===== src/rtl/assert_macros.svh =====
// ----------------------------------------------------------------------------
// Assertion macros
// Concurrent assertion helpers clocked on clk and disabled while rst_n is low.
// ----------------------------------------------------------------------------
`ifndef ASSERT_MACROS_SVH
`define ASSERT_MACROS_SVH

`ifndef NO_ASSERTIONS

// same-cycle implication
`define SIT_ASSERT_IMPL(lbl, ant, cons) \
    lbl: assert property (@(posedge clk) disable iff (!rst_n) (ant) |-> (cons)) \
        else $error("assertion failed");

// next-cycle implication
`define SIT_ASSERT_NEXT(lbl, ant, cons) \
    lbl: assert property (@(posedge clk) disable iff (!rst_n) (ant) |=> (cons)) \
        else $error("assertion failed");

`else

`define SIT_ASSERT_IMPL(lbl, ant, cons)
`define SIT_ASSERT_NEXT(lbl, ant, cons)

`endif

`endif


===== src/rtl/sit_pkg.sv =====
// ----------------------------------------------------------------------------
// sit_pkg
// Shared types and constants of the segment intersection test core.
// ----------------------------------------------------------------------------
package sit_pkg;

    localparam int TOL_WIDTH       = 16;
    localparam int FRAC_BITS       = 16;
    localparam int NUM_COORDS      = 8;
    localparam int OUT_TDATA_WIDTH = 8;

    typedef enum logic [1:0] {
        VERDICT_NONE   = 2'd0,
        VERDICT_DEGEN  = 2'd1,
        VERDICT_PROPER = 2'd2
    } verdict_t;

endpackage


===== src/rtl/sit_norm.sv =====
// ----------------------------------------------------------------------------
// sit_norm
// Two stages: force d positive (negating ns and nt with it), then scale |d|
// by the tolerance.
// ----------------------------------------------------------------------------
module sit_norm #(
    parameter int COORD_WIDTH = 16
) (
    input  logic                                    clk,
    input  logic                                    rst_n,
    input  logic                                    en,
    input  logic                                    in_valid,
    input  logic signed [2*COORD_WIDTH+2:0]         d,
    input  logic signed [2*COORD_WIDTH+2:0]         ns,
    input  logic signed [2*COORD_WIDTH+2:0]         nt,
    input  logic [sit_pkg::TOL_WIDTH-1:0]           tol,
    output logic                                    valid,
    output logic                                    dzero,
    output logic signed [2*COORD_WIDTH+2:0]         dabs,
    output logic signed [2*COORD_WIDTH+2:0]         ns_pos,
    output logic signed [2*COORD_WIDTH+2:0]         nt_pos,
    output logic [2*COORD_WIDTH+1+sit_pkg::TOL_WIDTH:0] dtol
);

    localparam int CW = 2 * COORD_WIDTH + 3;
    localparam int MW = CW - 1 + sit_pkg::TOL_WIDTH;

    logic                 neg;
    logic                 sign_vld_reg, scale_vld_reg;
    logic                 dzero_a_reg, dzero_b_reg;
    logic signed [CW-1:0] dabs_a_reg, ns_a_reg, nt_a_reg;
    logic signed [CW-1:0] dabs_b_reg, ns_b_reg, nt_b_reg;
    logic [MW-1:0]        dtol_reg;

    assign neg = d[CW-1];

    always_ff @(posedge clk or negedge rst_n)
    begin
        if (!rst_n)
        begin
            sign_vld_reg  <= 1'b0;
            scale_vld_reg <= 1'b0;
        end
        else if (en)
        begin
            sign_vld_reg  <= in_valid;
            scale_vld_reg <= sign_vld_reg;
        end
    end

    always_ff @(posedge clk)
    begin
        if (en)
        begin
            dzero_a_reg <= (d == '0);
            dabs_a_reg  <= neg ? -d  : d;
            ns_a_reg    <= neg ? -ns : ns;
            nt_a_reg    <= neg ? -nt : nt;
            // |d| has a clear sign bit, so the product is unsigned
            dtol_reg    <= MW'(dabs_a_reg[CW-2:0]) * MW'(tol);
            dzero_b_reg <= dzero_a_reg;
            dabs_b_reg  <= dabs_a_reg;
            ns_b_reg    <= ns_a_reg;
            nt_b_reg    <= nt_a_reg;
        end
    end

    assign valid  = scale_vld_reg;
    assign dzero  = dzero_b_reg;
    assign dabs   = dabs_b_reg;
    assign ns_pos = ns_b_reg;
    assign nt_pos = nt_b_reg;
    assign dtol   = dtol_reg;

endmodule


===== config.mk =====
export PLATFORM = sky130hd
export DESIGN_NAME = sit_norm
export DESIGN_NICKNAME = d
export VERILOG_FILES = /design/src/rtl/assert_macros.svh /design/src/rtl/sit_pkg.sv /design/src/rtl/sit_norm.sv
export SDC_FILE = /design/constraint.sdc
export NUM_CORES = 2
export LEC_CHECK = 0
export BUFFER_PORTS_ARGS = -buffer_cell sky130_fd_sc_hd__buf_2
export CAP_MARGIN = 10
export CORE_ASPECT_RATIO = 0.6
export CORE_MARGIN = 1.5
export CORE_UTILIZATION = 45
export DETAILED_ROUTE_END_ITERATION = 12
export PLACE_DENSITY = 0.63
export SYNTH_ARGS = -nofsm -noshare
export SYNTH_HDL_FRONTEND = slang
export SYNTH_SLANG_ARGS = --single-unit
export TNS_END_PERCENT = 5

===== constraint.sdc =====
create_clock -name clk -period 18.15 [get_ports clk]
set_input_delay 0 -clock clk [delete_from_list [all_inputs] [get_ports clk]]
set_output_delay 0 -clock clk [all_outputs]
set_load 0.02 [all_outputs]

==> impl_metrics.json <==
{
  "cts_max_level": 1,
  "start_util_pct": 45.6,
  "synth.distinct_cells": 56,
  "drc_errors": 0,
  "r2r_cells": 21,
  "rsz0062_at_grt": "no",
  "drtIter0Drc": 1607,
  "asyncSetResetFlopFracSynth_pct": 0.758,
  "ys_seq_area_share_pct": 29.3,
  "r2r_slack_ns": 9.95,
  "port_buffers": 281,
  "ant_nets": 0,
  "crit_slowest_cell": "a221oi_1",
  "first_global_vias": 20600,
  "clk_pin_slew_ns": 0.07,
  "multi_input_area_um2": 16900,
  "rows": 69,
  "syn-mean-instance-area_um2": 10.7,
  "die_x_um": 320,
  "grt_max_degree": 107,
  "finalCritPeriodShare_pct": 45.2,
  "drive_gt1_share_pct": 12.2,
  "wirelength_mm": 73.5,
  "drt-vias-per-instance": 5.27,
  "overflow": 0,
  "cp_common_cell": "fa_1",
  "dieArea_um2": 61700,
  "slew_violations": 0,
  "max_clock_freq_mhz": 122,
  "min_path_type": "in2reg",
  "tritoncts": "yes",
  "crit_path_max_incr_delay_ns": 0.92,
  "numCtsBuffers": 27,
  "synth_edf_count": 262,
  "synth_cells": 2540,
  "fin_worst_skew_ns": 0.0172,
  "antenna_found_initial": 2,
  "core_area_um2": 59300,
  "nets": 3632,
  "syn_nets": 3236,
  "clockBufferDepth": 3,
  "max_slew_margin_pct": 27.5,
  "gp_congestion": 0.870,
  "critPathMaxFanout": 17,
  "maxCapViolations": 0,
  "ys_ff_latch": 264,
  "setup_viol": 0,
  "die_h_um": 193,
  "hold_viol": 0,
  "hold_depth": 2,
  "area_growth_pct": 17.5,
  "final_common_cell": "inv_1",
  "cts.sinks": 264,
  "period_minus_slack_ns": 8.20,
  "startpoint_type": "flop",
  "final_cell_mix": "485 x inv_1, 446 x fa_1, 394 x nand2_1",
  "worstPathCellList": "and2_1 > fa_1 > inv_1 > fa_1 > fa_1 > inv_1 > fa_1 > fa_1 > inv_1 > fa_1 > inv_1 > ha_1 > and3_1 > a21o_1 > a221oi_1 > o211ai_1 > a221oi_1 > o21ba_2 > a21oi_1 > a221oi_1 > xnor2_1",
  "routedWlPerCell_um": 19.6,
  "clockRootBuffer": "clkbuf_16",
  "grt.total_usage_pct": 23.9,
  "pin_count": 282,
  "synth_area_um2": 27100,
  "worstMarginPinSlew_ns": 1.09,
  "nFillCells": 5121,
  "ys_warn_count": 0,
  "grt_pass1_wl_mm": 114,
  "status": "finished, final reports clean",
  "regArea_um2": 7920,
  "firstDrtPassIters": 7,
  "finalSetupTns_ns": 0,
  "worstPathRequired_ns": 18.48,
  "endpoint_kind": "flop",
  "critPathKind": "reg2reg",
  "hpwl_mm": 55.4,
  "largest_reg_flops": 50,
  "ys.flop_type": "edfxtp_1",
  "cp.arrival_ns": 8.52,
  "post_cts_resized": 0,
  "vias": 19700,
  "clk_latency_ns": 0.60
}
==> synthesized netlist by cell type, types with 3 or more instances <==
cell      number  area, um^2
nand2_1      394        1480
a21oi_1       45         225
nor3_1         5        25.0
or3_1         12        75.1
a21boi_0       6        45.0
nand3_1       15        75.1
nand4_1        4        25.0
nand2b_1       7        43.8
xnor2_1      114         998
or4_4          3        33.8
o21bai_1       6        45.0
o21a_1         4        30.0
ha_1         125        1560
a211oi_1       5        37.5
nor2_1        29         109
xor2_1        31         272
inv_1        485        1820
and3_1         8        50.1
a31oi_1        6        37.5
a21o_1        27         203
a221oi_1       7        61.3
edfxtp_1     262        7870
nor4_1         7        43.8
a31o_2         3        26.3
o31ai_2        3        37.5
clkbuf_1     108         405
or3_4          3        33.8
nor2b_1        5        31.3
o31ai_1       23         173
or4_1         16         120
and2_1       232        1450
o41ai_1       13         114
fa_1         446        8930
a41oi_1        3        26.3
o21ai_0       49         245
==> cell type report <==
type	instances	share of cell area (%)
Sequential cell	264	24.9
Multi-Input combinational cell	1683	53.2
Clock inverter	21	0.555
Antenna cell	3	0.0236
Clock buffer	29	2.15
Tap cell	781	3.07
Timing Repair Buffer	475	10.4
Inverter	485	5.72
==> final timing paths <==
check | start | end
worst max-delay path | dabs_a_reg[11] | dtol[42]
worst min-delay path | ns[0] | ns_a_reg[0]
worst max register to register | dabs_a_reg[11] | dtol[42]
worst min register to register | nt_a_reg[2] | nt_pos[2]
max in group asynchronous | rst_n | sign_vld_reg
min in group asynchronous | rst_n | valid
==> cell families (layout without fill, tap and decap cells) <==
logic type / Yosys count / in the layout / share of synthesized area [%]
XOR/XNOR: 145 / 145 / 4.69
other: 0 / 3 / 0
adder cells (fa/ha/maj): 571 / 571 / 38.8
flip-flops: 264 / 264 / 29.3
multiplexers: 2 / 2 / 0.0832
AO/OA/AOI/OAI: 215 / 215 / 5.38
AND/OR/NAND/NOR: 750 / 750 / 13.6
buffers and inverters: 593 / 1010 / 8.23
==> what timing repair did <==
item | 4_1_cts | 5_1_grt
endpoints found under the hold margin | 162 | 0
hold buffers | 174 | 0
setup endpoints to repair | 0 | 0
setup buffers | 0 | 0
==> per-stage QoR <==
stage / instance area (um^2) / hold WS [ns] / setup WS, ns / instances / util [%]
after CTS: 31800 / 0.144 / 10.17 / 3738 / 53.6
after detailed placement: 29200 / -0.215 / 10.23 / 3514 / 49.2
after floorplan: 27100 / -0.296 / 11.65 / 2540 / -
final: 31800 / 0.187 / 9.95 / 3741 / 53.6
after global placement: 29200 / -0.216 / 10.33 / 3514 / 49.2
after global routing: 31800 / 0.197 / 9.84 / 3740 / 53.6
==> layer usage <==
layer	GRT usage (%)	vias up	routed length, um
li1	-	8714	-
met1	34.2	10100	32000
met2	37.3	746	33900
met3	4.38	151	5270
met4	7.11	0	2380
met5	0	-	0
==> critical path: cells and delay by family, from the launching register on <==
kind / cells / cell delay (ns)
AO/OA/AOI/OAI: 7 / 2.97
buffers and inverters: 4 / 0.20
AND/OR/NAND/NOR: 2 / 0.58
adder cells (fa/ha/maj): 7 / 3.35
XOR/XNOR: 1 / 0.11
flip-flops: 1 / 0.71
Power is left out: the tool's default activity adds up to more than one toggle a clock period on the data nets, which glitch-free logic cannot reach.
