## src/rtl/assert_macros.svh

```systemverilog
// ----------------------------------------------------------------------------
// Assertion macros
// Concurrent assertion helpers clocked on clk and disabled while rst_n is low.
// ----------------------------------------------------------------------------
`ifndef ASSERT_MACROS_SVH
`define ASSERT_MACROS_SVH

`ifndef NO_ASSERTIONS

// same-cycle implication
`define SIT_ASSERT_IMPL(lbl, ant, cons) \
    lbl: assert property (@(posedge clk) disable iff (!rst_n) (ant) |-> (cons)) \
        else $error("assertion failed");

// next-cycle implication
`define SIT_ASSERT_NEXT(lbl, ant, cons) \
    lbl: assert property (@(posedge clk) disable iff (!rst_n) (ant) |=> (cons)) \
        else $error("assertion failed");

`else

`define SIT_ASSERT_IMPL(lbl, ant, cons)
`define SIT_ASSERT_NEXT(lbl, ant, cons)

`endif

`endif

```

## src/rtl/sit_pkg.sv

```systemverilog
// ----------------------------------------------------------------------------
// sit_pkg
// Shared types and constants of the segment intersection test core.
// ----------------------------------------------------------------------------
package sit_pkg;

    localparam int TOL_WIDTH       = 16;
    localparam int FRAC_BITS       = 16;
    localparam int NUM_COORDS      = 8;
    localparam int OUT_TDATA_WIDTH = 8;

    typedef enum logic [1:0] {
        VERDICT_NONE   = 2'd0,
        VERDICT_DEGEN  = 2'd1,
        VERDICT_PROPER = 2'd2
    } verdict_t;

endpackage

```

## src/rtl/sit_judge.sv

```systemverilog
// ----------------------------------------------------------------------------
// sit_judge
// Last stage: band and parameter compares, verdict into the output register.
// ----------------------------------------------------------------------------
module sit_judge #(
    parameter int COORD_WIDTH = 16
) (
    input  logic                                        clk,
    input  logic                                        rst_n,
    input  logic                                        en,
    input  logic                                        in_valid,
    input  logic                                        dzero,
    input  logic signed [2*COORD_WIDTH+2:0]             dabs,
    input  logic signed [2*COORD_WIDTH+2:0]             ns_pos,
    input  logic signed [2*COORD_WIDTH+2:0]             nt_pos,
    input  logic [2*COORD_WIDTH+1+sit_pkg::TOL_WIDTH:0] dtol,
    output logic                                        valid,
    output sit_pkg::verdict_t                           verdict
);

    localparam int CW  = 2 * COORD_WIDTH + 3;
    localparam int MW  = CW - 1 + sit_pkg::TOL_WIDTH;
    localparam int LW  = CW + sit_pkg::FRAC_BITS + 2;
    localparam int PAD = LW - MW;

    logic signed [LW-1:0] ns16, d16, p, lo_out, hi_out, hi_near;
    logic                 out_band, near_end, t_bad;
    sit_pkg::verdict_t    verdict_next;
    logic                 valid_reg;
    sit_pkg::verdict_t    verdict_reg;

    assign ns16    = $signed({{2{ns_pos[CW-1]}}, ns_pos, {sit_pkg::FRAC_BITS{1'b0}}});
    assign d16     = $signed({2'b00, dabs, {sit_pkg::FRAC_BITS{1'b0}}});
    assign p       = $signed({{PAD{1'b0}}, dtol});
    assign lo_out  = -p;
    assign hi_out  = d16 + p;
    assign hi_near = d16 - p;

    always_comb
    begin
        out_band = (ns16 < lo_out) || (ns16 > hi_out);
        near_end = (ns16 < p) || (ns16 > hi_near);
        t_bad    = nt_pos[CW-1] || (nt_pos > dabs);
        if (dzero)
        begin
            verdict_next = sit_pkg::VERDICT_DEGEN;
        end
        else if (out_band)
        begin
            verdict_next = sit_pkg::VERDICT_NONE;
        end
        else if (near_end)
        begin
            verdict_next = sit_pkg::VERDICT_DEGEN;
        end
        else if (t_bad)
        begin
            verdict_next = sit_pkg::VERDICT_NONE;
        end
        else
        begin
            verdict_next = sit_pkg::VERDICT_PROPER;
        end
    end

    always_ff @(posedge clk or negedge rst_n)
    begin
        if (!rst_n)
        begin
            valid_reg <= 1'b0;
        end
        else if (en)
        begin
            valid_reg <= in_valid;
        end
    end

    always_ff @(posedge clk)
    begin
        if (en)
        begin
            verdict_reg <= verdict_next;
        end
    end

    assign valid   = valid_reg;
    assign verdict = verdict_reg;

endmodule

```

## config.mk

```make
export PLATFORM = sky130hd
export DESIGN_NAME = sit_judge
export DESIGN_NICKNAME = d
export VERILOG_FILES = /design/src/rtl/assert_macros.svh /design/src/rtl/sit_pkg.sv /design/src/rtl/sit_judge.sv
export SDC_FILE = /design/constraint.sdc
export NUM_CORES = 1
export LEC_CHECK = 0
export ABC_AREA = 1
export BUFFER_PORTS_ARGS = -buffer_cell sky130_fd_sc_hd__buf_2
export CORE_MARGIN = 3
export CORE_UTILIZATION = 25
export DETAILED_ROUTE_END_ITERATION = 16
export GPL_ROUTABILITY_DRIVEN = 0
export PLACE_DENSITY = 0.39
export REMOVE_ABC_BUFFERS = 1
export SYNTH_ARGS = -nofsm -noshare
export SYNTH_HDL_FRONTEND = slang
export SYNTH_SLANG_ARGS = --single-unit
```

## constraint.sdc

```tcl
create_clock -name clk -period 0.8 [get_ports clk]
set_clock_uncertainty 0.15 [all_clocks]
set_input_delay 0.04 -clock clk [delete_from_list [all_inputs] [get_ports clk]]
set_output_delay 0.04 -clock clk [all_outputs]
set_load 0.005 [all_outputs]
```

==> results of run 1 <==
==> cells in the mapped netlist (2+ instances only) <==
cell,instances
nand2_1,333
inv_1,277
ha_1,249
nor2_1,215
a21oi_1,167
xor2_1,94
o21ai_0,83
nand3_1,71
nand4_1,36
nor3_1,29
nor4_1,19
clkbuf_1,14
o21bai_1,14
a31oi_1,11
buf_2,10
a21o_1,9
o211ai_1,9
nor2_4,7
a21oi_2,6
nor2_2,6
o21a_1,5
o21ai_2,4
a211oi_1,3
a221oi_1,3
and3_1,3
o2111ai_1,3
o21ai_1,3
xnor2_1,3
edfxtp_1,2
inv_2,2
nand2_2,2
nand2_4,2
nand3_2,2
nor3_4,2
nor3b_1,2
o221ai_1,2
==> final cells by class <==
cell class	instances	area, sq um	area share (%)
multi-input cells	1411	9360	55.8
flip-flops and latches	3	85.1	0.508
inverters	279	1050	6.30
clock buffers	4	78.8	0.470
repair buffers	779	5520	33.0
well taps	525	657	3.92
==> stage by stage <==
step | hold slack [ns] | setup slack (ns) | TNS [ns] | total power [mW] | utilization [%]
2_1_floorplan | -0.406 | -2.35 | -4.78 | 5.50 | -
3_3_place_gp | -0.336 | -4.10 | -8.27 | 11.8 | 40.2
3_5_place_dp | -0.335 | -4.08 | -8.24 | 11.8 | 40.2
4_1_cts | -0.106 | -3.21 | -6.97 | 12.8 | 40.9
5_1_grt | -0.0944 | -3.21 | -6.96 | 14.4 | 41.7
6_report | -0.0997 | -3.01 | -6.49 | 13.0 | 41.7
==> kinds of logic after synthesis <==
kind of cell,Yosys count
buffers and inverters,303
multiplexers,1
flip-flops,3
AND/OR/NAND/NOR,735
AO/OA/AOI/OAI,328
adder cells (fa/ha/maj),250
XOR/XNOR,97
==> routing by layer <==
metal  wire length [microns]  share of wire [%]  vias to the layer above  global-route usage [%]
met5                      10              0.019                        -                       0
met4                    1580                3.0                        2                    5.84
met3                    1760                3.3                       60                    1.50
met2                   25100                 47                      267                    41.3
met1                   24400                 46                     6350                    31.0
li1                        -                  -                     7223                       -
==> timing repair <==
item / CTS / global route
resized for setup: 30 / 61
setup buffers: 14 / 13
endpoints found under the hold margin: 3 / 3
cloned: 0 / 0
pin swaps: 25 / 38
endpoints found under the setup margin: 6 / 6
==> final timing paths <==
path / start / end / slack, ns / cells past startpoint
max: dtol[0] / verdict[0]$_SDFFCE_PP1P_ / -3.01 / 24
min: in_valid / valid$_DFFE_PN0P_ / -0.1 / 2
max reg2reg: valid$_DFFE_PN0P_ / valid$_DFFE_PN0P_ / -0.10 / 1
min reg2reg: valid$_DFFE_PN0P_ / valid$_DFFE_PN0P_ / 0.37 / 1
max in group asynchronous: rst_n / valid$_DFFE_PN0P_ / 0.45 / 2
min in group asynchronous: rst_n / valid$_DFFE_PN0P_ / -0.04 / 2
==> worst max-delay path, cell delays in order <==
cell and delay [ns]:
buf_6 0.10, inv_4 0.05, ha_4 0.13, buf_4 0.11, nand2_1 0.06, nor2_2 0.15, nand2_1 0.09, nor3_1 0.22
nand4_1 0.40, nor3_1 0.26, buf_4 0.16, nand2_1 0.11, xor2_1 0.17, ha_1 0.30, nand2_1 0.14, buf_4 0.13
o21ai_0 0.07, o21ai_1 0.28, o21ai_1 0.14, nor2_2 0.11, buf_4 0.15, nand3_1 0.10, nand4_1 0.10, nand2_1 0.05
==> power groups by stage <==
stage / clock network [mW] / registers [mW] / logic [mW]
5_1_grt: 0.869 / 0.190 / 13.3
4_1_cts: 0.867 / 0.189 / 11.8
6_report: 0.821 / 0.188 / 12.0
2_1_floorplan: 0 / 0.190 / 5.31
3_5_place_dp: 0 / 0.191 / 11.6
3_3_place_gp: 0 / 0.191 / 11.6
==> impl_metrics.tcl, run 1 <==
set metrics [dict create \
    cts_max_path_buffers 2 \
    ioPinCount 163 \
    grt_use_total_pct 23.4 \
    setup.worst_path.class "primary input to register" \
    layout.cells.non_filler 3001 \
    fillers 4492 \
    mostFrequentLayoutCells "608 x buf_4, 328 x nand2_1, 272 x inv_1, 243 x ha_1, 202 x nor2_1" \
    p_leak_nw 9.21 \
    wl_per_cell_microns 17.6 \
    synth_compound_area_share_pct 17.9 \
    pwr_density_cell_nw_per_um2 776 \
    p_sw_mw 6.63 \
    synth-simple-area-share_pct 31.3 \
    syn2layout_area_growth_pct 62.7 \
    slew_headroom_pct 61.4 \
    slew_viol_final 0 \
    grt_overflow 0 \
    synth-seq-area-share_pct 0.826 \
    power_frac_comb_pct 92.2 \
    synth-async-reset-ratio_pct 33.3 \
    initial_utilization_pct 25.6 \
    tightest_slew_ns 0.572 \
    routed_wl_mm 52.9 \
    die_area_sq_um 43700 \
    clockPowerShare_pct 6.3 \
    placed_cells 2971 \
    core-area_sq_um 40200 \
    nets 2887 \
    hold_path_class "primary input to register" \
    final-hold-violation-count 4 \
    status "complete, but fails checks" \
    placementRows 73 \
    htreeDepth 1 \
    cts_sinks 3 \
    switching_share_pct 50.9 \
    min_period_over_period_pct 476 \
    postCtsHoldBufs 1 \
    viasPerCell 4.63 \
    period_needed_ns 3.81 \
    antenna_found_initial 1 \
    clk_latency_ns 0.23 \
    max_freq_mhz 263 \
    n_antenna_cell 0 \
    stdcell_area_sq_um 16800 \
    peakVddDrop_v 0.000434 \
    grt_pass1_wl_mm 79.6 \
    p_int_mw 6.38 \
    largest_reg_flops 2 \
    end_kind "register" \
    synth_top_area_share_pct 30.3 \
    cp_max_fo 3 \
    synth-xor-area-share_pct 8.25 \
    die_y_microns 209 \
    violations "negative hold slack, negative setup slack" \
    die_w_microns 209 \
    cp_data_required_time_ns 0.63 \
    cts_tree "built" \
    ys_warn_count 0 \
    ys.flop_type "edfxtp_1" \
    crit_arrival_ns 3.64 \
    numCtsBuffers 3 \
    synth_mux_area_share_pct 0.109 \
    grt_pass1_vias 14100 \
    vias 13900 \
    final_common_cell "buf_4" \
    setup_violations 6 \
    hpwl_mm 48.5 \
    clk_pin_slew_worst_paths_ns 0.04 \
    dr.pass1.iters 5 \
    syn_area_per_cell_sq_um 6.00 \
    setup.worst_path.start_class "primary input" \
    root_buffer "clkbuf_16" \
    drt-initial-drc-count 643 \
    synth-seq-cells 3 \
    synth_top_area_cell "ha_1" \
    syn_area_sq_um 10300 \
    grt_max_degree 9 \
    route.detailed.drc 0 \
    rsz0062_at_grt "yes" \
    maxCapViolations 0 \
    setup_slack_ns -3.01 \
    seqPwrFrac_pct 1.4 \
    synth_edf_count 2 \
    ant_nets 0 \
    portBuffers 162 \
    synth_top_family_by_area "simple AND/OR/NAND/NOR gates" \
    timing.hold.ws_ns -0.0997 \
    synthCells 1717 \
    synth_cell_type_count 51 \
    drive_above_1_share_pct 35.5 \
    synth_top_cells_by_area "ha_1 30%, nand2_1 12%, inv_1 10%" \
    synthAdderAreaFrac_pct 30.4 \
    placed_cell_area_sq_um 16100 \
]
Power figures use the tool's default switching activity.
==> run 2: changes to the inputs <==
Settings changed: ABC_AREA 1 to not set, CORE_ASPECT_RATIO set to 1.5, CORE_MARGIN 3 to 2, PLACE_DENSITY 0.39 to 0.4.
==> impl_metrics.tcl, run 2 <==
set metrics [dict create \
    status "complete, but fails checks" \
    violations "negative hold slack, negative setup slack" \
    fin_util_pct 40.4 \
    viasPerCell 4.90 \
    hpwl_mm 37.6 \
    min_path_cells 2 \
    synth_edf_count 2 \
    peakVddDrop_v 0.000303 \
    syn2layout_area_growth_pct 60.4 \
    synth_top_family_by_area "adder cells" \
    synth_top_cells_by_area "ha_1 35%, xnor2_1 8.3%, a21oi_1 6.3%" \
    reg2reg_from "valid$_DFFE_PN0P_" \
    grt_use_total_pct 21.4 \
    mostFrequentLayoutCells "479 x buf_4, 241 x ha_1, 155 x buf_2, 108 x a21oi_1, 102 x inv_1" \
    routed_wl_mm 41.4 \
    slew_viol_final 0 \
    placementRows 85 \
    yosysMostFrequentCell "ha_1" \
    placed_cell_area_sq_um 13700 \
    r2r_slack_ns -0.10 \
    ioPinCount 163 \
    synth_top_area_cell "ha_1" \
    cts_tree "built" \
    antenna_found_initial 3 \
    grt_pass1_vias 12100 \
    core-area_sq_um 35700 \
    hold_path_class "primary input to register" \
    ant_nets 0 \
    postCtsHoldBufs 1 \
    ys_warn_count 0 \
    clk_pin_slew_worst_paths_ns 0.03 \
    synth-simple-area-share_pct 21.8 \
    layout.cells.non_filler 2323 \
    setup.worst_path.class "primary input to register" \
    ys.flop_type "edfxtp_1" \
    grt_overflow 0 \
    stdcell_area_sq_um 14400 \
    drt-initial-drc-count 320 \
    p_leak_nw 7.30 \
    switching_share_pct 47.5 \
    synthAdderAreaFrac_pct 34.8 \
    dr.pass1.iters 5 \
    timing.hold.ws_ns -0.0964 \
    die_area_sq_um 37600 \
    dp_slack_ns -4.85 \
    vias 11400 \
    synth_cell_type_count 86 \
    p_sw_mw 5.57 \
    cts_max_path_buffers 2 \
    htreeDepth 1 \
    pwr_density_cell_nw_per_um2 812 \
    rr_endpoint "valid$_DFFE_PN0P_" \
    syn_area_sq_um 9000 \
    setup_slack_ns -4.01 \
    synth_top_area_share_pct 34.6 \
    initial_utilization_pct 25.2 \
    min_period_over_period_pct 601 \
    syn_area_per_cell_sq_um 7.36 \
    p_int_mw 6.17 \
    min_to "valid$_DFFE_PN0P_" \
    final-hold-violation-count 4 \
    seqPwrFrac_pct 1.6 \
    end_kind "register" \
    cp_max_fo 4 \
    portBuffers 162 \
    grt_pass1_wl_mm 63.7 \
    tightest_slew_ns 0.754 \
    setup_violations 6 \
    synth-xor-area-share_pct 9.05 \
    hp-start "in_valid" \
    max_freq_mhz 208 \
    crit_arrival_ns 4.70 \
    clk_latency_ns 0.23 \
    fin_setup_tns_ns -8.44 \
    synth-async-reset-ratio_pct 33.3 \
    synth_compound_area_share_pct 26.4 \
    maxCapViolations 0 \
    die_w_microns 159 \
    synth-seq-area-share_pct 0.945 \
    cp_data_required_time_ns 0.69 \
    route.detailed.drc 0 \
    synth_commonest_cells "249 x ha_1, 114 x a21oi_1, 106 x inv_1, 99 x nor2_1, 85 x xnor2_1" \
    reg2reg_depth 1 \
    synth_mux_area_share_pct 0.459 \
    period_needed_ns 4.81 \
    drive_above_1_share_pct 40.2 \
    slew_headroom_pct 49.1 \
    clockPowerShare_pct 6.9 \
    largest_reg_flops 2 \
    die_y_microns 236 \
    numCtsBuffers 3 \
    rsz0062_at_grt "yes" \
    synthCells 1223 \
    nets 2254 \
    wl_per_cell_microns 17.8 \
    power_frac_comb_pct 91.5 \
    final_common_cell "buf_4" \
    root_buffer "clkbuf_16" \
    cts_sinks 3 \
    placed_cells 2298 \
    setup.worst_path.start_class "primary input" \
    synth-seq-cells 3 \
    grt_max_degree 12 \
]
==> run 2: how the worst max path moves through the flow <==
| stage | from | end | slack [ns] | cells after the start |
|---|---|---|---|---|
| finish | dtol[18] | verdict[1]$_SDFFCE_PP0P_ | -4.01 | 24 |
| global placement | dabs[0] | verdict[1]$_SDFFCE_PP0P_ | -4.75 | 24 |
| global route | dtol[5] | verdict[1]$_SDFFCE_PP0P_ | -4.25 | 24 |
| floorplan | dtol[28] | verdict[1]$_SDFFCE_PP0P_ | -3.96 | 21 |
| CTS | dtol[5] | verdict[1]$_SDFFCE_PP0P_ | -4.00 | 24 |
| detailed placement | dtol[18] | verdict[1]$_SDFFCE_PP0P_ | -4.85 | 24 |
==> run 2: area by class of cell <==
| type | instances | area (sq um) |
|---|---|---|
| antenna | 2 | 5.00 |
| clock buffer | 4 | 78.8 |
| fill | 3872 | 21300 |
| inverter | 109 | 412 |
| multi-input combinational | 1085 | 8800 |
| sequential | 3 | 85.1 |
| tap | 478 | 598 |
| timing repair buffer | 642 | 4460 |
==> run 2: logic make-up (layout without fill, tap and decap cells) <==
group | count (synthesis) | in the layout
multiplexers | 4 | 4
other | 0 | 2
AND/OR/NAND/NOR | 377 | 377
AO/OA/AOI/OAI | 361 | 361
buffers and inverters | 135 | 755
adder cells (fa/ha/maj) | 250 | 250
XOR/XNOR | 93 | 93
flip-flops | 3 | 3
==> run 2: metrics by stage <==
step | hold WS [ns] | total power [mW]
final | -0.0964 | 11.7
after global routing | -0.0889 | 12.9
after CTS | -0.0958 | 11.7
after detailed placement | -0.334 | 10.3
after global placement | -0.335 | 10.2
after floorplan | -0.406 | 5.25
==> run 2: routing by layer <==
layer / routed length [microns] / share of wire, % / global-route usage [%]
met4: 2050 / 4.9 / 9.26
met2: 23400 / 56 / 45.3
met5: 0 / 0 / 0
met1: 15200 / 37 / 21.0
met3: 736 / 1.8 / 0.950
==> run 2: power by group through the flow <==
| stage | combinational, mW | clock (mW) | sequential, mW |
|---|---|---|---|
| after floorplan | 5.06 | 0 | 0.192 |
| after detailed placement | 10.1 | 0 | 0.193 |
| after global placement | 10.1 | 0 | 0.193 |
| after global routing | 11.9 | 0.830 | 0.192 |
| final | 10.7 | 0.807 | 0.191 |
| after CTS | 10.7 | 0.820 | 0.191 |
==> run 2: what timing repair did <==
action                     CTS  global route
hold endpoints to repair     4             4
setup endpoints to repair    6             6
buffers inserted            19             1
gates resized for setup     88            16
pin swaps                   56            18
gates cloned                 0             0
==> run 2: critical path: stages <==
cell	delay, ns
buf_4	0.13
buf_4	0.15
or4_4	0.53
or3_4	0.38
nor4_4	0.28
nand2_2	0.10
or4_1	0.43
buf_4	0.19
nor2_8	0.11
nand2_4	0.08
nor3_2	0.13
xnor2_1	0.11
ha_1	0.31
nand3_1	0.11
nor3_2	0.26
a21oi_2	0.09
nand3b_1	0.09
a21oi_1	0.04
buf_4	0.16
o211ai_1	0.10
buf_4	0.19
a31o_2	0.19
nand4_1	0.26
a2111oi_4	0.25
==> run 3: changes to the inputs <==
--- a/config.mk
+++ b/config.mk
@@ -7,4 +7,5 @@
 export LEC_CHECK = 0
 export BUFFER_PORTS_ARGS = -buffer_cell sky130_fd_sc_hd__buf_2
+export CAP_MARGIN = 5
 export CORE_ASPECT_RATIO = 1.5
 export CORE_MARGIN = 2
==> constraint.sdc (replaced) <==
create_clock -name clk -period 0.8 [get_ports clk]
set_clock_uncertainty 0.15 [all_clocks]
set_input_delay 0.16 -clock clk [delete_from_list [all_inputs] [get_ports clk]]
set_output_delay 0.16 -clock clk [all_outputs]
set_load 0.005 [all_outputs]
==> impl_metrics.tcl, run 3 (synthesis results as in run 2) <==
set metrics [dict create \
    critPathTopFamily "simple AND/OR/NAND/NOR gates" \
    min_period_over_period_pct 621 \
    clk_latency_ns 0.22 \
    portBuffers 162 \
    grt_pass1_vias 11900 \
    timing.hold.ws_ns 0.0258 \
    cp_data_required_time_ns 0.68 \
    vias 11300 \
    critical_path_buf_inv_count 3 \
    placed_cell_area_sq_um 13700 \
    final-hold-violation-count 0 \
    ant_nets 0 \
    violations "negative setup slack" \
    cts_max_path_buffers 2 \
    pwr_density_cell_nw_per_um2 820 \
    tightest_slew_ns 0.744 \
    period_needed_ns 4.97 \
    fillers 3860 \
    root_buffer "clkbuf_16" \
    p_total_mw 12.1 \
    max_freq_mhz 201 \
    setup.worst_path.start_class "primary input" \
    die_y_microns 236 \
    viasPerCell 4.89 \
    n_antenna_cell 0 \
    crit_arrival_ns 4.85 \
    cts_tree "built" \
    grt_overflow 0 \
    end_kind "register" \
    route.detailed.drc 0 \
    die_w_microns 159 \
    hpwl_mm 37.7 \
    cts_sinks 3 \
    peakVddDrop_v 0.000333 \
    initial_utilization_pct 25.2 \
    grt_pass1_wl_mm 63.0 \
    rsz0062_at_grt "yes" \
    maxCapViolations 0 \
    fin_util_pct 41.3 \
    dp_slack_ns -4.89 \
    cp_max_fo 3 \
    mostFrequentLayoutCells "467 x buf_4, 239 x ha_1, 153 x buf_2, 101 x inv_1, 99 x a21oi_1" \
    critical-path-max-stage-delay_ns 0.55 \
    grt_max_degree 12 \
    antenna_found_initial 1 \
    wl_per_cell_microns 18.1 \
    hold_path_class "primary input to register" \
    drive_above_1_share_pct 42.0 \
    dr.pass1.iters 4 \
    htreeDepth 1 \
    stdcell_area_sq_um 14800 \
    largest_reg_flops 2 \
    fin_setup_tns_ns -9.11 \
    drt-initial-drc-count 311 \
    cpMostUsedCell "or3_4" \
    p_leak_nw 7.37 \
    numCtsBuffers 3 \
    crit_slowest_cell "or4b_4" \
    setup_violations 6 \
    grt_use_total_pct 21.2 \
    status "complete, but fails checks" \
    slew_viol_final 0 \
    slew_headroom_pct 49.8 \
    nets 2247 \
    syn2layout_area_growth_pct 63.9 \
    final_common_cell "buf_4" \
    placed_cells 2298 \
    ioPinCount 163 \
    core-area_sq_um 35700 \
    routed_wl_mm 41.9 \
    layout.cells.non_filler 2314 \
    setup.worst_path.class "primary input to register" \
    crit_chain "buf_2 -> or3_4 -> or3_4 -> o21a_4 -> o21ai_4 -> a211oi_4 -> buf_4 -> o21ai_2 -> a21oi_2 -> buf_4 -> and3b_1 -> or4b_4 -> ha_4 -> a21oi_1 -> nor2_1 -> a211oi_2 -> o21ai_2 -> a2111oi_4 -> xnor2_2 -> a21oi_2 -> or3_4 -> a2111oi_4" \
    clk_pin_slew_worst_paths_ns 0.03 \
    placementRows 85 \
    setup_slack_ns -4.17 \
    die_area_sq_um 37600 \
]
==> run 3: where the power goes <==
group	switching, mW	total [mW]	internal [mW]
logic	5.67	11.1	5.44
clock network	0.141	0.799	0.658
registers	0.00656	0.190	0.184
==> run 3: layout make-up <==
| cell class | instances | area, sq um | area share, % |
|---|---|---|---|
| multi-input cells | 1085 | 9140 | 61.9 |
| repair buffers | 635 | 4440 | 30.1 |
| well taps | 478 | 598 | 4.05 |
| inverters | 109 | 414 | 2.81 |
| flip-flops and latches | 3 | 85.1 | 0.577 |
| clock buffers | 4 | 78.8 | 0.534 |
==> run 3: routing by layer <==
layer,part of all wire (%),up-vias,routed length [microns],global-route usage (%)
met5,0,-,0,0
met4,4.4,0,1830,7.47
met3,1.6,68,689,0.651
met2,57,178,23800,45.5
met1,37,5290,15600,21.1
li1,-,5771,-,-
==> run 3: repair_timing <==
item / in CTS / in global routing
endpoints found under the setup margin: 6 / 6
gates resized for setup: 28 / 149
hold buffers: 1 / 0
pin swaps: 25 / 79
setup buffers: 4 / 11
cloned: 0 / 0
hold endpoints to repair: 1 / 0
==> run 3: path summary, 6_finish.rpt <==
check	cells after the start	endpoint	startpoint	slack, ns
worst min-delay path	2	valid$_DFFE_PN0P_	in_valid	0.03
worst max-delay path	22	verdict[1]$_SDFFCE_PP0P_	dtol[15]	-4.17
worst min register to register	1	valid$_DFFE_PN0P_	valid$_DFFE_PN0P_	0.37
worst max register to register	1	valid$_DFFE_PN0P_	valid$_DFFE_PN0P_	-0.10
max in group asynchronous	2	valid$_DFFE_PN0P_	rst_n	0.32
min in group asynchronous	2	valid$_DFFE_PN0P_	rst_n	0.09
