`src/rtl/assert_macros.svh`:
```
// ----------------------------------------------------------------------------
// Assertion macros
// Concurrent assertion helpers clocked on clk and disabled while rst_n is low.
// ----------------------------------------------------------------------------
`ifndef ASSERT_MACROS_SVH
`define ASSERT_MACROS_SVH

`ifndef NO_ASSERTIONS

// same-cycle implication
`define SIT_ASSERT_IMPL(lbl, ant, cons) \
    lbl: assert property (@(posedge clk) disable iff (!rst_n) (ant) |-> (cons)) \
        else $error("assertion failed");

// next-cycle implication
`define SIT_ASSERT_NEXT(lbl, ant, cons) \
    lbl: assert property (@(posedge clk) disable iff (!rst_n) (ant) |=> (cons)) \
        else $error("assertion failed");

`else

`define SIT_ASSERT_IMPL(lbl, ant, cons)
`define SIT_ASSERT_NEXT(lbl, ant, cons)

`endif

`endif

```
`src/rtl/sit_pkg.sv`:
```
// ----------------------------------------------------------------------------
// sit_pkg
// Shared types and constants of the segment intersection test core.
// ----------------------------------------------------------------------------
package sit_pkg;

    localparam int TOL_WIDTH       = 16;
    localparam int FRAC_BITS       = 16;
    localparam int NUM_COORDS      = 8;
    localparam int OUT_TDATA_WIDTH = 8;

    typedef enum logic [1:0] {
        VERDICT_NONE   = 2'd0,
        VERDICT_DEGEN  = 2'd1,
        VERDICT_PROPER = 2'd2
    } verdict_t;

endpackage

```
`src/rtl/sit_diff.sv`:
```
// ----------------------------------------------------------------------------
// sit_diff
// First stage: unpacks the coordinates and forms direction and offset vectors.
// ----------------------------------------------------------------------------
module sit_diff #(
    parameter int COORD_WIDTH = 16
) (
    input  logic                                        clk,
    input  logic                                        rst_n,
    input  logic                                        en,
    input  logic                                        in_valid,
    input  logic [sit_pkg::NUM_COORDS*COORD_WIDTH-1:0]  coords,
    output logic                                        valid,
    output logic signed [COORD_WIDTH:0]                 dax,
    output logic signed [COORD_WIDTH:0]                 day,
    output logic signed [COORD_WIDTH:0]                 dbx,
    output logic signed [COORD_WIDTH:0]                 dby,
    output logic signed [COORD_WIDTH:0]                 rx,
    output logic signed [COORD_WIDTH:0]                 ry
);

    localparam int W = COORD_WIDTH;

    logic signed [W:0] ax0, ay0, ax1, ay1, bx0, by0, bx1, by1;
    logic              valid_reg;
    logic signed [W:0] dax_reg, day_reg, dbx_reg, dby_reg, rx_reg, ry_reg;

    // sign-extend each coordinate by one bit so differences cannot wrap
    assign ax0 = $signed({coords[0*W+W-1], coords[0*W +: W]});
    assign ay0 = $signed({coords[1*W+W-1], coords[1*W +: W]});
    assign ax1 = $signed({coords[2*W+W-1], coords[2*W +: W]});
    assign ay1 = $signed({coords[3*W+W-1], coords[3*W +: W]});
    assign bx0 = $signed({coords[4*W+W-1], coords[4*W +: W]});
    assign by0 = $signed({coords[5*W+W-1], coords[5*W +: W]});
    assign bx1 = $signed({coords[6*W+W-1], coords[6*W +: W]});
    assign by1 = $signed({coords[7*W+W-1], coords[7*W +: W]});

    always_ff @(posedge clk or negedge rst_n)
    begin
        if (!rst_n)
        begin
            valid_reg <= 1'b0;
        end
        else if (en)
        begin
            valid_reg <= in_valid;
        end
    end

    always_ff @(posedge clk)
    begin
        if (en)
        begin
            dax_reg <= ax1 - ax0;
            day_reg <= ay1 - ay0;
            dbx_reg <= bx1 - bx0;
            dby_reg <= by1 - by0;
            rx_reg  <= ax0 - bx0;
            ry_reg  <= ay0 - by0;
        end
    end

    assign valid = valid_reg;
    assign dax   = dax_reg;
    assign day   = day_reg;
    assign dbx   = dbx_reg;
    assign dby   = dby_reg;
    assign rx    = rx_reg;
    assign ry    = ry_reg;

endmodule

```
`config.mk`:
```
export PLATFORM = sky130hd
export DESIGN_NAME = sit_diff
export DESIGN_NICKNAME = d
export VERILOG_FILES = /design/src/rtl/assert_macros.svh /design/src/rtl/sit_pkg.sv /design/src/rtl/sit_diff.sv
export SDC_FILE = /design/constraint.sdc
export NUM_CORES = 1
export LEC_CHECK = 0
export BUFFER_PORTS_ARGS = -buffer_cell sky130_fd_sc_hd__buf_2
export CORE_AREA = 2 2 129 131
export CTS_BUF_LIST = sky130_fd_sc_hd__clkbuf_4 sky130_fd_sc_hd__clkbuf_8
export DETAILED_ROUTE_END_ITERATION = 8
export DIE_AREA = 0 0 131 133
export PLACE_DENSITY = 0.77
export SLEW_MARGIN = 15
export SYNTH_ARGS = -nofsm -noshare
export SYNTH_HDL_FRONTEND = slang
export SYNTH_SLANG_ARGS = --single-unit
```
`constraint.sdc`:
```
create_clock -name clk -period 0.9 [get_ports clk]
set_input_delay 0.09 -clock clk [delete_from_list [all_inputs] [get_ports clk]]
set_output_delay 0.09 -clock clk [all_outputs]
set_load 0.05 [all_outputs]
```
==> qor.csv, run 1 <==
stage;metric;value;unit
setup_path;crit path buf inv count;3;
floorplanning;die width;131;um
routing;vias per cell;6.05;
routing;mean routed wirelength per cell;23.7;um
cells_and_area;Final #Nets;1552;
cts;CTS Buf Count;9;
pwr;combinational share of power;55.9;%
setup_path;critical-path cell list;buf_2 > inv_1 > ha_4 > or3_4 > buf_6 > o211ai_1 > o2bb2ai_2 > nor2_1 > a311oi_1;
cts;# clock sinks;103;
timing;Final Hold Vio Count;0;
global_routing;largest net degree at the start of global routing;40;
global_routing;number of antenna violations at the first check in global routing;7;
setup_path;Worst Setup Path Type;primary input to register;
routing;Post-DRT Antenna Nets;0;
pwr;Clock power frac;13.7;%
global_routing;vias in the first global route;9158;
timing;minimum clock period;1.88;ns
placed_design;DP Wirelength;19.1;mm
setup_path;reg2reg setup slack;0.10;ns
timing;final setup fails;191;
pwr;sw frac;42.5;%
timing;max-slew violations;0;
global_routing;grt ovf;0;
synth;EDFF count, synth;102;
setup_path;family with the most delay on the worst path;compound AO/OA/AOI/OAI gates;
synth;fraction of registers with async set/reset;0.971;%
timing;Least-Margin Pin Slew;0.808;ns
run_status;status;finished, violations left;
synth;Yosys warnings;0;
cts;# H-tree levels;3;
pwr;register share of total power;30.5;%
synth;cells after synthesis;798;
placed_design;PortBufs;234;
setup_path;Reg2Reg Depth;1;
setup_path;Crit path depth;9;
synth;Synth Register Bits;103;
global_routing;met1 Track Usage GR;35.6;%
setup_path;WP data required;1.15;ns
worst_hold_path;Endpoint, Worst Hold;valid;
routing;Detailed Routing Iterations Pass 1;8;
setup_path;critical path's largest stage delay;0.62;ns
synth;Post-Synth Simple-Gate Area;11.0;%
timing;Slew HR;45.9;%
global_routing;first-pass GRT wire length;45.5;mm
cts;clock root buffer;clkbuf_8;
cells_and_area;Syn-to-layout area delta;84.5;%
synth;cell area after synthesis;7850;um2
setup_path;crit path DAT;2.13;ns
cts;Clk Latency, worst-skew pair;0.40;ns
synth;Synth Area in XOR/XNOR;7.47;%
synth;Unique masters post-synth;60;
pwr;Internal Power;12.7;mW
floorplanning;die height;133;um
run_status;failing checks;negative setup slack;
global_routing;GRT Total Usage;33.8;%
placed_design;Routability Congestion;0.916;
synth;Post-synth top flop;edfxtp_1;
setup_path;Critical Path Fanout Max;4;
synth;post-synthesis compound-gate area fraction;20.1;%
cts;Worst-path clk slew;0.12;ns
timing;fmax;532;MHz
setup_path;Critical R2R Launch;valid;
floorplanning;row count;47;
pwr;switching power;9.41;mW
cts;CTS max path bufs;2;
routing;Routed WL;36.6;mm
routing;DRC;0;
setup_path;Crit-path slowest cell;o211ai_1;
synth;Mean Syn Cell Area;9.84;um2
routing;DR vias;9359;
worst_hold_path;Hold Crit Depth;2;
setup_path;r2r endpoint;valid;
synth;post-synthesis mux area share;0.271;%
cts;CTS tree;built;
worst_hold_path;HP Start;en;
floorplanning;Starting Density;48.5;%
pwr;IR drop worst, VDD;946;uV
cells_and_area;share of layout cells above drive strength 1;58.5;%
global_routing;met3 Use GR;7.48;%
setup_path;startpoint type of the worst setup path;primary input;
timing;RSZ-0062 raised after global routing;true;
flow_run;maxcap violations;0;
timing;Final TNS setup;-67.47;ns
pwr;PD cells;1530;nW/um2
synth;sequential share of the synthesized area;39.3;%
timing;fin worst setup slack;-0.980;ns
synth;Net Count, Synth;1032;
timing;crit share post-route;209;%
pwr;leak pwr;6.49;nW
floorplanning;Core ar.;16200;um2
floorplanning;IO Count;235;
setup_path;CP Capture Type;register;
floorplanning;die area;17400;um2
synth;Synth Area in Adders;16.8;%
timing;Final Skew;0;ns
pwr;total power draw;22.1;mW
global_routing;routing usage on met2;62.9;%
synth;largest family of logic cells by synthesized area;compound AO/OA/AOI/OAI gates;
global_routing;busiest grt layer;met2;
worst_hold_path;worst min path class;primary input to register;
routing;Initial DRC Count;1002;
==> layer usage <==
layer | up-vias | share of wire (%)
met3 | 249 | 9.2
met2 | 719 | 50
met5 | - | 0.18
li1 | 3954 | -
met1 | 4431 | 33
met4 | 6 | 7.3
==> synth_stat cells (all sizes together), types with 2 or more instances <==
| library cell | number | area share (%) |
|---|---|---|
| a2111oi | 2 | 0.22 |
| a211o | 3 | 0.33 |
| a211oi | 5 | 0.48 |
| a21boi | 3 | 0.29 |
| a21o | 28 | 2.7 |
| a21oi | 73 | 4.7 |
| a221oi | 4 | 0.53 |
| a31o | 2 | 0.22 |
| a31oi | 9 | 0.72 |
| and2 | 3 | 0.24 |
| and3 | 6 | 0.48 |
| clkbuf | 5 | 0.25 |
| edfxtp | 102 | 39 |
| fa | 6 | 1.5 |
| ha | 96 | 15 |
| inv | 100 | 4.8 |
| nand2 | 38 | 1.8 |
| nand2b | 14 | 1.1 |
| nand3 | 11 | 0.70 |
| nand4 | 5 | 0.40 |
| nand4b | 2 | 0.22 |
| nor2 | 71 | 3.4 |
| nor2b | 12 | 1.1 |
| nor3 | 8 | 0.51 |
| nor4 | 2 | 0.16 |
| o211ai | 9 | 0.86 |
| o21a | 19 | 1.8 |
| o21ai | 38 | 2.4 |
| o21bai | 4 | 0.38 |
| o22ai | 4 | 0.32 |
| o31a | 10 | 1.1 |
| o31ai | 6 | 0.57 |
| o32ai | 3 | 0.33 |
| o41ai | 4 | 0.83 |
| or3 | 5 | 0.40 |
| xnor2 | 51 | 5.7 |
| xor2 | 16 | 1.8 |
==> placed cells by master (no fill, tap or decap), drive strengths merged, types with 12 or more instances in the layout <==
cell,netlist,layout
a21o,28,28
a21oi,73,73
buf,0,511
edfxtp,102,102
ha,96,96
inv,100,98
nand2,38,38
nand2b,14,14
nor2,71,71
nor2b,12,12
o21a,19,19
o21ai,38,38
xnor2,51,51
xor2,16,16
==> final cells by class <==
cell class	instances	area, um2
Fill cell	620	1690
Antenna cell	4	10.0
Sequential cell	103	3090
Tap cell	220	275
Clock buffer	10	131
Inverter	100	517
Timing Repair Buffer	514	4390
Multi-Input combinational cell	590	6040
Clock inverter	5	35.0
==> cells by family (layout without fill, tap and decap cells) <==
group           after synthesis  in the layout
compound gates              237            237
simple gates                182            182
buf+inv                     105            629
flops                       103            103
fa+ha+maj                   102            102
xor+xnor                     67             67
mux                           2              2
other cells                   0              4
==> per-stage QoR <==
stage	setup slack [ns]	instance area (um2)	utilization (%)	hold WS [ns]	cells
final	-0.980	14500	89.6	0.0383	1546
after global routing	-1.00	14500	89.6	0.0496	1545
after floorplan	-1.09	8820	-	-0.206	798
after CTS	-0.882	13700	84.9	0.0269	1518
after detailed placement	-1.40	12000	74.1	-0.135	1475
after global placement	-1.38	12000	74.1	-0.135	1475
==> worst max path at each step <==
stage	to	from
after floorplan	day[14]	coords[48]
after global placement	day[14]	coords[48]
after detailed placement	day[14]	coords[48]
after CTS	day[12]	coords[48]
after global routing	dby[11]	coords[86]
final	dby[15]	coords[83]
==> power groups by stage <==
stage               Combinational (mW)  Clock (mW)  Sequential, mW
floorplan                         3.47           0            9.19
global placement                  9.01           0            6.58
detailed placement                9.20           0            6.58
CTS                               10.9        2.88            6.67
global route                      12.8        3.11            6.77
finish                            12.4        3.02            6.74
==> repair_timing <==
action | in CTS | in global routing
endpoints found under the setup margin | 193 | 191
hold buffers | 3 | 0
gates resized for setup | 361 | 127
pin swaps | 101 | 95
hold endpoints to repair | 2 | 0
setup buffers | 29 | 37
No activity file was read; power rests on OpenSTA's default activity.
==> inputs of run 2 (changes only) <==
--- a/config.mk
+++ b/config.mk
@@ -11,7 +11,7 @@
 export DETAILED_ROUTE_END_ITERATION = 8
 export DIE_AREA = 0 0 131 133
 export PLACE_DENSITY = 0.77
-export SLEW_MARGIN = 15
+export SLEW_MARGIN = 10
 export SYNTH_ARGS = -nofsm -noshare
 export SYNTH_HDL_FRONTEND = slang
 export SYNTH_SLANG_ARGS = --single-unit
==> constraint.sdc (replaced) <==
create_clock -name clk -period 2.2 [get_ports clk]
set_input_delay 0.22 -clock clk [delete_from_list [all_inputs] [get_ports clk]]
set_output_delay 0.22 -clock clk [all_outputs]
set_load 0.05 [all_outputs]
==> qor.csv, run 2 (same netlist as run 1, synthesis figures left out) <==
stage;metric;value;unit;change
cts;CTS Buf Count;9;;unchanged
pwr;Clock power frac;18.9;%;+5.2 points
timing;max-slew violations;0;;unchanged
setup_path;WP data required;2.33;ns;+1.18 ns
timing;minimum clock period;2.07;ns;
cells_and_area;most frequent cells in the layout;233 x buf_2, 102 x edfxtp_1, 100 x inv_1;;
routing;vias per cell;5.31;;-12%
global_routing;largest net degree at the start of global routing;30;;-25%
global_routing;vias in the first global route;6935;;-24%
floorplanning;die width;131;um;unchanged
timing;fin worst setup slack;0.132;ns;+1.11 ns
setup_path;critical-path cell list;buf_2 > inv_1 > ha_1 > fa_1 > nand2b_1 > a2111oi_0 > buf_4 > nor2_1 > a31oi_2 > o31ai_1;;
timing;Least-Margin Pin Slew;0.520;ns;-0.289 ns
timing;Final Hold Vio Count;0;;unchanged
pwr;leak pwr;4.89;nW;-25%
floorplanning;Core ar.;16200;um2;unchanged
cells_and_area;share of layout cells above drive strength 1;30.1;%;-28 points
pwr;PD cells;709;nW/um2;-54%
floorplanning;IO Count;235;;unchanged
routing;Detailed Routing Iterations Pass 1;5;;-3
floorplanning;die height;133;um;unchanged
pwr;total power draw;7.16;mW;-68%
routing;Post-DRT Antenna Nets;0;;unchanged
global_routing;GRT Total Usage;22.9;%;-11 points
placed_design;PortBufs;234;;unchanged
cts;# clock sinks;103;;unchanged
floorplanning;die area;17400;um2;unchanged
pwr;register share of total power;37.0;%;+6.5 points
placed_design;Routability Congestion;0.916;;about the same
cts;CTS tree;built;;
timing;crit share post-route;94.0;%;
timing;Final Skew;0;ns;unchanged
timing;RSZ-0062 raised after global routing;false;;
global_routing;number of antenna violations at the first check in global routing;3;;-4
pwr;combinational share of power;44.1;%;-12 points
cells_and_area;Syn-to-layout area delta;28.7;%;
setup_path;Crit-path slowest cell;a2111oi_0;;
setup_path;Critical Path Fanout Max;3;;-1
cts;CTS max path bufs;2;;unchanged
global_routing;grt ovf;0;;unchanged
cts;Worst-path clk slew;0.10;ns;-0.02 ns
routing;mean routed wirelength per cell;15.3;um;-35%
placed_design;DP Worst Slack;-0.326;ns;+1.07 ns
setup_path;startpoint type of the worst setup path;primary input;;
timing;fmax;484;MHz;
cells_and_area;commonest non-fill, non-tap cell in the layout;buf_2;;
cts;Post-CTS Setup Inserts;0;;-100%
placed_design;DP Wirelength;16.8;mm;-12%
timing;final setup fails;0;;-100%
floorplanning;Starting Density;48.5;%;unchanged
cts;# H-tree levels;3;;unchanged
pwr;IR drop worst, VDD;449;uV;-53%
timing;Slew HR;65.0;%;+19 points
cts;clock root buffer;clkbuf_8;;
floorplanning;row count;47;;unchanged
flow_run;maxcap violations;0;;unchanged
cells_and_area;Multi-input gate area;4390;um2;-27%
cells_and_area;Layout fillers;1333;;+110%
routing;Routed WL;20.5;mm;-44%
run_status;status;complete, no violations;;
setup_path;Worst Setup Path Type;primary input to register;;
pwr;switching power;2.87;mW;-69%
cts;Clk Latency, worst-skew pair;0.38;ns;-0.02 ns
cells_and_area;Final #Nets;1346;;-13%
setup_path;CP Capture Type;register;;
pwr;Internal Power;4.29;mW;-66%
cells_and_area;register area;3090;um2;about the same
pwr;sw frac;40.1;%;-2.5 points
routing;Initial DRC Count;429;;-57%
routing;DR vias;7100;;-24%
setup_path;crit path DAT;2.20;ns;+0.07 ns
worst_hold_path;worst min path class;primary input to register;;
routing;DRC;0;;unchanged
setup_path;critical path's largest stage delay;0.42;ns;-0.20 ns
global_routing;first-pass GRT wire length;31.2;mm;-32%
## run 2: metal layers
metal | wire length (um) | part of all wire, % | global-route usage [%]
met1 | 7750 | 38 | 24.3
met2 | 10600 | 52 | 42.2
met3 | 1560 | 7.6 | 5.54
met4 | 605 | 3.0 | 9.81
met5 | 23 | 0.11 | 0
## run 2: final cells by class
type	instances	area share, %
multi-input combinational	590	43.4
sequential	103	30.6
timing repair buffer	308	17.4
inverter	100	3.72
tap	220	2.73
clock buffer	12	1.45
clock inverter	4	0.694
antenna	1	0.0248
## run 2: worst max-delay path: cells and delay by family
kind	cells	cell delay, ns
AO/OA/AOI/OAI	3	0.78
adder cells (fa/ha/maj)	2	0.62
buffers and inverters	3	0.32
AND/OR/NAND/NOR	2	0.26
## run 2: worst paths after layout
path,start,endpoint,slack [ns],cells past startpoint
setup / recovery,coords[0],rx[14],0.13,10
max in group asynchronous,rst_n,valid,1.99,2
hold reg to reg,valid,valid,0.52,1
setup reg to reg,valid,valid,1.45,1
min in group asynchronous,rst_n,valid,0.13,2
hold / removal,in_valid,valid,0.06,2
## run 2: timing repair
item | CTS | global route
setup endpoints to repair | 0 | 5
hold buffers | 1 | 0
gates resized for setup | 0 | 4
endpoints found under the hold margin | 1 | 0
## run 2: power groups by stage
| stage | logic (mW) | clock network [mW] | registers (mW) |
|---|---|---|---|
| after floorplan | 1.17 | 0 | 3.76 |
| after global placement | 3.09 | 0 | 2.69 |
| after detailed placement | 3.14 | 0 | 2.69 |
| after CTS | 3.16 | 1.38 | 2.65 |
| after global routing | 3.39 | 1.43 | 2.68 |
| final | 3.16 | 1.35 | 2.65 |
## run 2: metrics by stage
step | cell area, um2 | hold WS, ns | instances | TNS, ns | util [%]
5_1_grt | 10100 | 0.0455 | 1337 | 0 | 62.4
6_report | 10100 | 0.0634 | 1338 | 0 | 62.5
3_3_place_gp | 9850 | -0.00562 | 1320 | -3.07 | 60.9
2_1_floorplan | 7850 | -0.0756 | 798 | 0 | -
4_1_cts | 10100 | 0.0395 | 1337 | 0 | 62.3
3_5_place_dp | 9850 | -0.00330 | 1320 | -4.24 | 60.9
==> inputs of run 3 (changes only) <==
--- a/config.mk
+++ b/config.mk
@@ -5,12 +5,12 @@
 export SDC_FILE = /design/constraint.sdc
 export NUM_CORES = 1
 export LEC_CHECK = 0
+export ABC_AREA = 1
 export BUFFER_PORTS_ARGS = -buffer_cell sky130_fd_sc_hd__buf_2
-export CORE_AREA = 2 2 129 131
+export CORE_AREA = 2 2 155 157
 export CTS_BUF_LIST = sky130_fd_sc_hd__clkbuf_4 sky130_fd_sc_hd__clkbuf_8
 export DETAILED_ROUTE_END_ITERATION = 8
-export DIE_AREA = 0 0 131 133
-export PLACE_DENSITY = 0.77
+export DIE_AREA = 0 0 157 159
 export SLEW_MARGIN = 10
 export SYNTH_ARGS = -nofsm -noshare
 export SYNTH_HDL_FRONTEND = slang
==> qor.csv, run 3 <==
stage;metric;value;unit;change
pwr;combinational share of power;45.5;%;+1.4 points
setup_path;startpoint type of the worst setup path;primary input;;
synth;fraction of registers with async set/reset;0.971;%;unchanged
pwr;IR drop worst, VDD;298;uV;-34%
cts;CTS tree;built;;
synth;Synth area leaders;edfxtp_1 33%, nand2_1 23%, inv_1 14%, ha_1 13%, nand3_1 3.7%;;
synth;Unique masters post-synth;16;;-73%
cells_and_area;ANT cells;0;;-1
floorplanning;IO Count;235;;unchanged
setup_path;r2r endpoint;valid;;
setup_path;Worst Setup Path Type;primary input to register;;
global_routing;largest net degree at the start of global routing;38;;+27%
synth;most frequent cell after synthesis;nand2_1;;
global_routing;vias in the first global route;8460;;+22%
pwr;PD cells;627;nW/um2;-12%
floorplanning;die width;157;um;+20%
synth;sequential share of the synthesized area;33.5;%;-5.9 points
placed_design;Routability Congestion;0.909;;-0.73%
cells_and_area;Syn-to-layout area delta;19.2;%;
global_routing;number of antenna violations at the first check in global routing;1;;-2
cells_and_area;Finished Layout Cells;1942;;+45%
routing;Post-DRT Antenna Nets;0;;unchanged
pwr;switching power;3.07;mW;+6.9%
routing;Detailed Routing Iterations Pass 1;5;;unchanged
flow_run;maxcap violations;0;;unchanged
synth;Yosys top cell area share;33.2;%;-5.8 points
pwr;Internal Power;3.83;mW;-11%
global_routing;GRT Total Usage;20.6;%;-2.3 points
synth;Synth Area in XOR/XNOR;3.99;%;-3.5 points
cts;# H-tree levels;3;;unchanged
floorplanning;Starting Density;39.8;%;-8.8 points
routing;vias per cell;4.52;;-15%
synth;Net Count, Synth;1606;;+56%
cells_and_area;commonest non-fill, non-tap cell in the layout;nand2_1;;
synth;area leader, netlist;edfxtp_1;;
global_routing;grt ovf;0;;unchanged
routing;Initial DRC Count;436;;+1.6%
placed_design;DP Wirelength;21.6;mm;+28%
setup_path;worst setup path endpoint;rx[16];;
global_routing;first-pass GRT wire length;40.3;mm;+29%
synth;Post-Synth Simple-Gate Area;30.4;%;+19 points
cts;CTS Buf Count;9;;unchanged
worst_hold_path;worst min path class;primary input to register;;
timing;final setup fails;0;;unchanged
timing;Slew HR;63.7;%;-1.3 points
setup_path;WP data required;2.36;ns;+0.03 ns
setup_path;CP Launch Point;coords[0];;
synth;EDFF count, synth;102;;unchanged
timing;Final TNS setup;0;ns;unchanged
pwr;register share of total power;38.2;%;+1.2 points
floorplanning;Core ar.;23200;um2;+43%
synth;post-synthesis compound-gate area fraction;3.26;%;-17 points
synth;Mean Syn Cell Area;6.72;um2;-32%
timing;Final Hold Vio Count;0;;unchanged
placed_design;PortBufs;234;;unchanged
synth;Synth Area in Adders;14.3;%;-2.5 points
timing;minimum clock period;1.53;ns;-0.540 ns
cts;Post-CTS Setup Inserts;0;;unchanged
timing;crit share post-route;69.5;%;-25 points
cts;Worst-path clk slew;0.11;ns;about the same
timing;fmax;654;MHz;+35%
timing;max-slew violations;0;;unchanged
cts;Clk Latency, worst-skew pair;0.39;ns;about the same
routing;DRC;0;;unchanged
pwr;sw frac;44.5;%;+4.4 points
floorplanning;die area;25000;um2;+43%
placed_design;dpl cells;1927;;+46%
setup_path;Critical Path Fanout Max;3;;unchanged
setup_path;CP Capture Type;register;;
floorplanning;row count;56;;+19%
cells_and_area;most frequent cells in the layout;562 x nand2_1, 356 x inv_1, 233 x buf_2;;
floorplanning;die height;159;um;+20%
pwr;total power draw;6.90;mW;-3.6%
synth;largest family of logic cells by synthesized area;simple AND/OR/NAND/NOR gates;;
timing;RSZ-0062 raised after global routing;false;;
timing;Least-Margin Pin Slew;0.545;ns;+0.0253 ns
setup_path;Critical R2R Launch;valid;;
cts;CTS max path bufs;2;;unchanged
cts;# clock sinks;103;;unchanged
setup_path;Reg2Reg Depth;1;;unchanged
pwr;Clock power frac;16.3;%;-2.6 points
routing;DR vias;8774;;+24%
pwr;leak pwr;6.79;nW;+39%
routing;Routed WL;25.4;mm;+24%
synth;Synth Register Bits;103;;unchanged
run_status;status;complete, no violations;;
routing;mean routed wirelength per cell;13.1;um;-15%
setup_path;crit path DAT;1.69;ns;-0.51 ns
synth;post-synthesis mux area share;0.122;%;-0.15 points
setup_path;reg2reg setup slack;1.46;ns;about the same
cts;clock root buffer;clkbuf_8;;
cells_and_area;Final #Nets;1854;;+38%
timing;Final Skew;0;ns;unchanged
synth;cells after synthesis;1372;;+72%
synth;Post-synth top flop;edfxtp_1;;
cells_and_area;share of layout cells above drive strength 1;15.5;%;-15 points
synth;Yosys warnings;0;;unchanged
synth;cell area after synthesis;9230;um2;+17%
synth;most frequent cells after synthesis;562 x nand2_1, 356 x inv_1, 102 x edfxtp_1, 96 x ha_1, 68 x nand3_1;;
==> run 3: cell types whose count changed in the layout (fill, tap and decap cells not counted), moves of 11 or more <==
cell      delta
nand2b_1    -14
a21o_1      -28
nor2b_1     -11
o21ai_0     -37
nand3_1     +57
nand2_1    +524
xor2_1      +12
nor2_1      -27
xnor2_1     -37
inv_1      +256
buf_4       -71
nor3_1      +16
o21a_1      -19
a21oi_1     -13
==> run 3: metal layers <==
metal | vias to the layer above | global-route usage (%) | share of wire (%) | routed length [um]
met5 | - | 0 | 0.043 | 11
met4 | 2 | 8.30 | 3.3 | 828
met3 | 49 | 3.86 | 6.1 | 1560
met2 | 221 | 35.2 | 47 | 11800
met1 | 3855 | 25.3 | 44 | 11200
li1 | 4647 | - | - | -
==> run 3: worst min path at each step <==
stage	start	endpoint	slack [ns]	cells after the start
after global placement	rst_n	valid	-0.005	1
after detailed placement	rst_n	valid	-0.004	1
after CTS	in_valid	valid	0.03	2
final	in_valid	valid	0.05	2
after floorplan	rst_n	valid	-0.08	0
after global routing	in_valid	valid	0.04	2
==> run 3: power groups by stage <==
stage	Sequential (mW)	Combinational (mW)	Clock [mW]
after floorplan	3.70	1.30	0
after global placement	2.68	3.13	0
after detailed placement	2.68	3.15	0
after CTS	2.64	3.17	1.17
after global routing	2.66	3.47	1.23
final	2.64	3.14	1.12
==> run 3: worst max-delay path, cell delays in order <==
cell and delay [ns]:
buf_2 0.09, inv_1 0.04, ha_1 0.23, fa_1 0.42
inv_1 0.07, nand2_1 0.05, nand2_1 0.11, nand3_1 0.09
nand2_1 0.16, nand2_1 0.09, nand3_1 0.08, nand2_1 0.05
==> run 3: logic make-up after synthesis <==
logic type	after synthesis
compound gates	60
xor+xnor	42
fa+ha+maj	102
buf+inv	356
flops	103
mux	1
simple gates	708
==> run 3: final cells by class <==
| type | instances | area [um2] |
|---|---|---|
| Clock buffer | 11 | 139 |
| Clock inverter | 3 | 12.5 |
| Fill cell | 2466 | 12200 |
| Inverter | 356 | 1340 |
| Multi-Input combinational cell | 913 | 4800 |
| Sequential cell | 103 | 3090 |
| Tap cell | 319 | 399 |
| Timing Repair Buffer | 237 | 1220 |
==> run 3: through the flow <==
stage               instance area, um2  worst slack [ns]  hold slack (ns)  utilization (%)
finish                           11000             0.672           0.0541             47.4
global route                     11000             0.544           0.0445             47.4
CTS                              11000             0.675           0.0303             47.4
floorplan                         9230             0.579          -0.0756                -
detailed placement               10800             0.230         -0.00411             46.7
global placement                 10800             0.228         -0.00538             46.7
==> run 3: repair_timing <==
action / 4_1_cts / 5_1_grt
gates resized for setup: 0 / 0
endpoints found under the hold margin: 1 / 0
hold buffers: 1 / 0
setup endpoints to repair: 0 / 0
